`config.mk`:
```
export PLATFORM = sky130hd
export DESIGN_NAME = bilrgb_addr_gen
export DESIGN_NICKNAME = d
export VERILOG_FILES = /design/src/rtl/core/bilrgb_pkg.sv /design/src/rtl/core/bilrgb_addr_gen.sv
export SDC_FILE = /design/constraint.sdc
export NUM_CORES = 1
export LEC_CHECK = 0
export BUFFER_PORTS_ARGS = -buffer_cell sky130_fd_sc_hd__buf_2
export CAP_MARGIN = 20
export CORE_ASPECT_RATIO = 2
export CORE_MARGIN = 2
export CORE_UTILIZATION = 40
export DETAILED_ROUTE_END_ITERATION = 10
export GPL_TIMING_DRIVEN = 1
export PLACE_DENSITY = 0.67
export REMOVE_ABC_BUFFERS = 1
export SYNTH_ARGS = -nofsm -noshare
export SYNTH_HDL_FRONTEND = slang
export SYNTH_SLANG_ARGS = --single-unit
```
`constraint.sdc`:
```
create_clock -name clk_i -period 5.73 [get_ports clk_i]
set_input_delay 0.573 -clock clk_i [delete_from_list [all_inputs] [get_ports clk_i]]
set_output_delay 0.573 -clock clk_i [all_outputs]
set_load 0.01 [all_outputs]
```
`src/rtl/core/bilrgb_pkg.sv`:
```
package bilrgb_pkg;

  // image limits and derived widths
  localparam int MaxWidth   = 256;
  localparam int MaxHeight  = 256;
  localparam int ColW       = $clog2(MaxWidth);
  localparam int RowW       = $clog2(MaxHeight);
  localparam int WdimW      = ColW + 1;
  localparam int HdimW      = RowW + 1;
  localparam int StoreDepth = MaxWidth * MaxHeight;
  localparam int AddrW      = $clog2(StoreDepth);

  // fixed field widths
  localparam int DimW    = 9;
  localparam int IndexW  = 16;
  localparam int ChanW   = 8;
  localparam int FracW   = 16;
  localparam int CoordW  = FracW + 1;
  localparam int AccW    = ChanW + FracW;
  localparam int MixW    = ChanW + 2 * FracW;
  localparam logic [CoordW-1:0] OneQ16 = CoordW'(1 << FracW);

  typedef enum logic {
    ActWrite  = 1'b0,
    ActSample = 1'b1
  } action_e;

  typedef enum logic {
    CfgWidth  = 1'b0,
    CfgHeight = 1'b1
  } cfg_reg_e;

  typedef enum logic [1:0] {
    NbTopLeft  = 2'd0,
    NbTopRight = 2'd1,
    NbBotLeft  = 2'd2,
    NbBotRight = 2'd3
  } nb_e;

  typedef enum logic [3:0] {
    StIdle,
    StScale,
    StAddr,
    StRd0,
    StRd1,
    StRd2,
    StRd3,
    StRd4,
    StMix
  } state_e;

  typedef struct packed {
    logic [ChanW-1:0] red;
    logic [ChanW-1:0] green;
    logic [ChanW-1:0] blue;
  } pixel_t;

  typedef struct packed {
    logic [AccW-1:0] red;
    logic [AccW-1:0] green;
    logic [AccW-1:0] blue;
  } result_t;

  // control towards the address generator
  typedef struct packed {
    logic load;
    logic scale;
    logic index;
    nb_e  nb;
  } addr_ctl_t;

  // control towards the blend datapath
  typedef struct packed {
    logic top_ld;
    logic top_acc;
    logic bot_ld;
    logic bot_acc;
    logic mix_ld;
  } blend_ctl_t;

endpackage

```
`src/rtl/core/bilrgb_addr_gen.sv`:
```
module bilrgb_addr_gen (
  input  logic                           clk_i,
  input  bilrgb_pkg::addr_ctl_t          ctl_i,
  input  logic [bilrgb_pkg::DimW-1:0]    cfg_width_i,
  input  logic [bilrgb_pkg::DimW-1:0]    cfg_height_i,
  input  logic [bilrgb_pkg::CoordW-1:0]  coord_u_i,
  input  logic [bilrgb_pkg::CoordW-1:0]  coord_v_i,
  output logic [bilrgb_pkg::AddrW-1:0]   rd_addr_o,
  output logic [bilrgb_pkg::FracW-1:0]   rx_o,
  output logic [bilrgb_pkg::FracW-1:0]   ry_o
);

  localparam int XW = bilrgb_pkg::CoordW + bilrgb_pkg::ColW;
  localparam int YW = bilrgb_pkg::CoordW + bilrgb_pkg::RowW;
  localparam int PW = bilrgb_pkg::RowW + bilrgb_pkg::WdimW;

  function automatic logic [bilrgb_pkg::WdimW-1:0] clamp_w(
    input logic [bilrgb_pkg::DimW-1:0] d
  );
    logic [bilrgb_pkg::WdimW-1:0] r;
    if (d == '0) r = bilrgb_pkg::WdimW'(1);
    else if (32'(d) > bilrgb_pkg::MaxWidth) r = bilrgb_pkg::WdimW'(bilrgb_pkg::MaxWidth);
    else r = bilrgb_pkg::WdimW'(d);
    return r;
  endfunction

  function automatic logic [bilrgb_pkg::HdimW-1:0] clamp_h(
    input logic [bilrgb_pkg::DimW-1:0] d
  );
    logic [bilrgb_pkg::HdimW-1:0] r;
    if (d == '0) r = bilrgb_pkg::HdimW'(1);
    else if (32'(d) > bilrgb_pkg::MaxHeight) r = bilrgb_pkg::HdimW'(bilrgb_pkg::MaxHeight);
    else r = bilrgb_pkg::HdimW'(d);
    return r;
  endfunction

  logic [bilrgb_pkg::CoordW-1:0] u_q, vf_q;
  logic [bilrgb_pkg::CoordW-1:0] u_sat, v_sat;
  logic [bilrgb_pkg::WdimW-1:0]  w_d, w_q;
  logic [bilrgb_pkg::HdimW-1:0]  h_d;
  logic [bilrgb_pkg::ColW-1:0]   wm1_q;
  logic [bilrgb_pkg::RowW-1:0]   hm1_q;
  logic [XW-1:0]                 x_d, x_q;
  logic [YW-1:0]                 y_d, y_q;
  logic [bilrgb_pkg::ColW-1:0]   ix0, ix1, col0_q, col1_q, col_sel;
  logic [bilrgb_pkg::RowW-1:0]   iy0, iy1;
  logic [PW-1:0]                 prod0, prod1;
  logic [bilrgb_pkg::AddrW-1:0]  row0_q, row1_q, row_sel;
  logic [bilrgb_pkg::FracW-1:0]  rx_q, ry_q;

  // saturate coordinates and clamp the dimensions; v is flipped when loaded
  always_comb begin
    u_sat = (coord_u_i > bilrgb_pkg::OneQ16) ? bilrgb_pkg::OneQ16 : coord_u_i;
    v_sat = (coord_v_i > bilrgb_pkg::OneQ16) ? bilrgb_pkg::OneQ16 : coord_v_i;
    w_d   = clamp_w(cfg_width_i);
    h_d   = clamp_h(cfg_height_i);
  end

  // scale into pixel space
  assign x_d = XW'(u_q) * XW'(wm1_q);
  assign y_d = YW'(vf_q) * YW'(hm1_q);

  // integer parts, clamped right and lower neighbours, row bases
  always_comb begin
    ix0   = x_q[bilrgb_pkg::FracW +: bilrgb_pkg::ColW];
    iy0   = y_q[bilrgb_pkg::FracW +: bilrgb_pkg::RowW];
    ix1   = (ix0 == wm1_q) ? ix0 : ix0 + 1'b1;
    iy1   = (iy0 == hm1_q) ? iy0 : iy0 + 1'b1;
    prod0 = PW'(iy0) * PW'(w_q);
    prod1 = PW'(iy1) * PW'(w_q);
  end

  always_ff @(posedge clk_i) begin
    if (ctl_i.load) begin
      u_q   <= u_sat;
      vf_q  <= bilrgb_pkg::OneQ16 - v_sat;
      w_q   <= w_d;
      wm1_q <= bilrgb_pkg::ColW'(w_d - 1'b1);
      hm1_q <= bilrgb_pkg::RowW'(h_d - 1'b1);
    end
    if (ctl_i.scale) begin
      x_q <= x_d;
      y_q <= y_d;
    end
    if (ctl_i.index) begin
      col0_q <= ix0;
      col1_q <= ix1;
      row0_q <= bilrgb_pkg::AddrW'(prod0);
      row1_q <= bilrgb_pkg::AddrW'(prod1);
      rx_q   <= x_q[bilrgb_pkg::FracW-1:0];
      ry_q   <= y_q[bilrgb_pkg::FracW-1:0];
    end
  end

  // neighbour address
  always_comb begin
    unique case (ctl_i.nb)
      bilrgb_pkg::NbTopLeft: begin
        row_sel = row0_q;
        col_sel = col0_q;
      end
      bilrgb_pkg::NbTopRight: begin
        row_sel = row0_q;
        col_sel = col1_q;
      end
      bilrgb_pkg::NbBotLeft: begin
        row_sel = row1_q;
        col_sel = col0_q;
      end
      bilrgb_pkg::NbBotRight: begin
        row_sel = row1_q;
        col_sel = col1_q;
      end
      default: begin
        row_sel = row0_q;
        col_sel = col0_q;
      end
    endcase
  end

  assign rd_addr_o = row_sel + bilrgb_pkg::AddrW'(col_sel);
  assign rx_o      = rx_q;
  assign ry_o      = ry_q;

endmodule

```
==> impl_metrics.csv <==
group,metric,value,unit
critical_path,r2r_end,"row1_q[14]$_DFFE_PP_",
timing,drv_slew,0,
critical_path,crit_chain,"xnor2_1 > nand4_1 > nor2_2 > nor2_1 > and3_4 > xor2_4 > nand2_1 > fa_1 > fa_1 > inv_1 > fa_1 > inv_1 > fa_1 > inv_1 > ha_1 > o21a_1 > o21ai_0 > o31ai_1 > o41ai_1 > xnor2_1",
timing,finalHoldViolations,0,
critical_path,cp_max_fo,9,
critical_path,path_class,"reg2reg",
timing,finalSetupViolCount,0,
critical_path,rrSetupSlack,0.33,ns
critical_path,slowest_delay,0.53,ns
final_layout,mostFrequentLayoutCell,"inv_1",
synthesis,ys_seq_elements,187,
clock_network,clockBufferDepth,2,
drt,vias_per_cell,5.16,
synthesis,ys_types,79,
placement,gp_congestion,0.912,
drt,wl,48300,um
synthesis,synth_edf_count,187,
floorplan,die_w,165,um
grt,use_met3,2.63,%
critical_path,cp_num_buf_inv,3,
critical_path,critPathSlowestCell,"fa_1",
drt,antenna_left,0,
grt,grt.met2_usage,37.5,%
timing,relSlewSlack,41.4,%
grt,grt_pass1_wl,79500,um
drt,vias,14400,
clock_network,cts_max_level,4,
critical_path,end_kind,"flop",
grt,antenna_found_initial,0,
clock_network,cts_tree,"done",
final_layout,drive_above_1_share,9.73,%
synthesis,synthArstFlopShare,0,%
clock_network,hold_buffers,0,
floorplan,core,50900,um^2
critical_path,arrival,5.61,ns
timing,tightest_slew,0.871,ns
placement,place_area,22000,um^2
clock_network,clock-sinks,187,
critical_path,critPathLaunchType,"flop",
floorplan,die_h,325,um
drt,avgRoutedWirePerCell,17.4,um
grt,first_global_vias,16100,
critical_path,critPathRequiredTime,5.94,ns
grt,grt_busiest_layer,"met2",
clock_network,cts_buffers,17,
timing,fin_crit_sh,94.3,%
critical_path,critPathTopFamily,"adder cells",
timing,fmax,185,MHz
final_layout,seq_area,5620,um^2
clock_network,cts_setup_buffers,0,
worst_hold_path,hp-class,"in2reg",
timing,finalCriticalPeriod,5.40,ns
grt,grt_overflow,0,
drt,drtPass1Iterations,5,
final_layout,synthToLayoutAreaGrowth,9.45,%
worst_hold_path,hold_start,"coord_u_i[16]",
floorplan,dieArea,53500,um^2
timing,rsz0062_at_grt,"no",
placement,place_hpwl,39600,um
floorplan,io_pins,106,
synthesis,netlist_area,20600,um^2
final_layout,nFillCells,4859,
synthesis,ys_seq_area_share,27.2,%
final_layout,final_cell_mix,"inv_1, fa_1, nand2_1",
drt,drc_errors,0,
clock_network,cts_resized,0,
placement,io_buffers,105,
synthesis,avgSynthCellArea,10.2,um^2
final_layout,final_net_count,2603,
clock_network,path_clk_slew,0.08,ns
flow_run,maxCapViolCount,0,
synthesis,synth_flop_cell,"edfxtp_1",
critical_path,crit_top_cell,"fa_1",
floorplan,core.rowCount,117,
timing,skew,0.0156,ns
final_layout,stdcell_area,22600,um^2
floorplan,initial_core_util,40.5,%
grt,gr-usage-met1,19.0,%
clock_network,cts-root-buf,"clkbuf_16",
worst_hold_path,hold_depth,1,
drt,dr.first_iter.drc_count,611,
final_layout,n_antenna_cell,0,
final_layout,multi_input_comb_area,13600,um^2
critical_path,reg2reg_depth,20,
worst_hold_path,min_to,"u_q[16]$_SDFFCE_PN1P_",
clock_network,clk-insertion-delay-late,0.47,ns
critical_path,r2r-start,"y_q[23]$_DFFE_PP_",
timing,setup_tns,0,ns
grt,grt_max_degree,67,
status,outcome,"finished clean",
synthesis,yosys_warnings,0,
synthesis,netlist_instances,2014,
grt,grt_usage,19.1,%
[routing by layer]
metal / vias to the layer above / wire (um) / share of wire (%)
li1: 6666 / - / -
met1: 7194 / 16700 / 35
met2: 373 / 27600 / 57
met3: 134 / 1720 / 3.6
met4: 0 / 2240 / 4.6
met5: - / 0 / 0
[sequential cells by signal, indices dropped and copies added, names as in the netlist]
signal / flops
x_q: 24
y_q: 24
u_q: 17
vf_q: 17
row0_q: 16
row1_q: 16
rx_o: 16
ry_o: 16
w_q: 9
col0_q: 8
col1_q: 8
hm1_q: 8
wm1_q: 8
[per-stage QoR]
step           hold slack (ns)  utilization, %  setup WS (ns)  std cells
6_report                 0.395            44.3          0.329       2782
5_1_grt                  0.394            44.3         0.0520       2782
4_1_cts                  0.369            44.3          0.331       2782
3_5_place_dp             0.406            43.1          0.345       2750
3_3_place_gp             0.402            43.1          0.513       2750
2_1_floorplan            0.400               -          0.578       1960
[worst max path at each step]
| stage | start | end | slack (ns) | cells after the start |
|---|---|---|---|---|
| after global routing | y_q[23]$_DFFE_PP_ | row1_q[14]$_DFFE_PP_ | 0.05 | 20 |
| after floorplan | hm1_q[6]$_DFFE_PP_ | row1_q[14]$_DFFE_PP_ | 0.58 | 20 |
| after global placement | y_q[23]$_DFFE_PP_ | row1_q[14]$_DFFE_PP_ | 0.51 | 20 |
| after detailed placement | y_q[23]$_DFFE_PP_ | row1_q[14]$_DFFE_PP_ | 0.34 | 20 |
| final | y_q[23]$_DFFE_PP_ | row1_q[14]$_DFFE_PP_ | 0.33 | 20 |
| after CTS | y_q[23]$_DFFE_PP_ | row1_q[14]$_DFFE_PP_ | 0.33 | 20 |
[area by class of cell]
type                    count  share of cell area (%)
clock buffers              19                    1.92
clock inverters            13                   0.687
inverters                 327                    5.44
multi-input cells        1446                    60.1
flip-flops and latches    187                    24.9
well taps                 654                    3.63
repair buffers            136                    3.37
[logic make-up (layout without fill, tap and decap cells)]
logic type	count (synthesis)	in the layout	share of synthesized area [%]
fa+ha+maj	430	430	35.6
flops	187	187	27.2
xor+xnor	121	121	5.34
buf+inv	381	495	7.01
mux	25	25	1.32
simple gates	670	670	17.0
compound gates	200	200	6.53
[synth_stat cells (3+ instances only)]
cell type / instances / share of area, %
a211oi_1: 8 / 0.29
a21boi_1: 4 / 0.15
a21o_1: 19 / 0.69
a21oi_1: 49 / 1.2
a31oi_1: 5 / 0.15
and2_1: 206 / 6.3
and3_1: 4 / 0.12
buf_1: 4 / 0.073
buf_2: 6 / 0.15
clkbuf_1: 43 / 0.78
edfxtp_1: 187 / 27
fa_1: 261 / 25
ha_1: 169 / 10
inv_1: 326 / 5.9
mux2_2: 17 / 0.93
mux2i_1: 8 / 0.39
nand2_1: 210 / 3.8
nand2b_1: 15 / 0.46
nand3_1: 15 / 0.36
nand3b_1: 3 / 0.11
nand4_1: 8 / 0.24
nor2_1: 76 / 1.4
nor2b_1: 72 / 2.2
nor3_1: 21 / 0.51
nor3b_1: 4 / 0.15
nor4_1: 16 / 0.49
o211ai_1: 3 / 0.11
o21a_1: 24 / 0.87
o21ai_0: 39 / 0.95
o21ai_1: 8 / 0.19
o21bai_1: 4 / 0.15
o31a_1: 7 / 0.30
or3_1: 6 / 0.18
xnor2_1: 80 / 3.4
xor2_1: 37 / 1.6
Power is not shown: default switching activity piles up to over one toggle a cycle in this logic, so the estimate is an artifact.
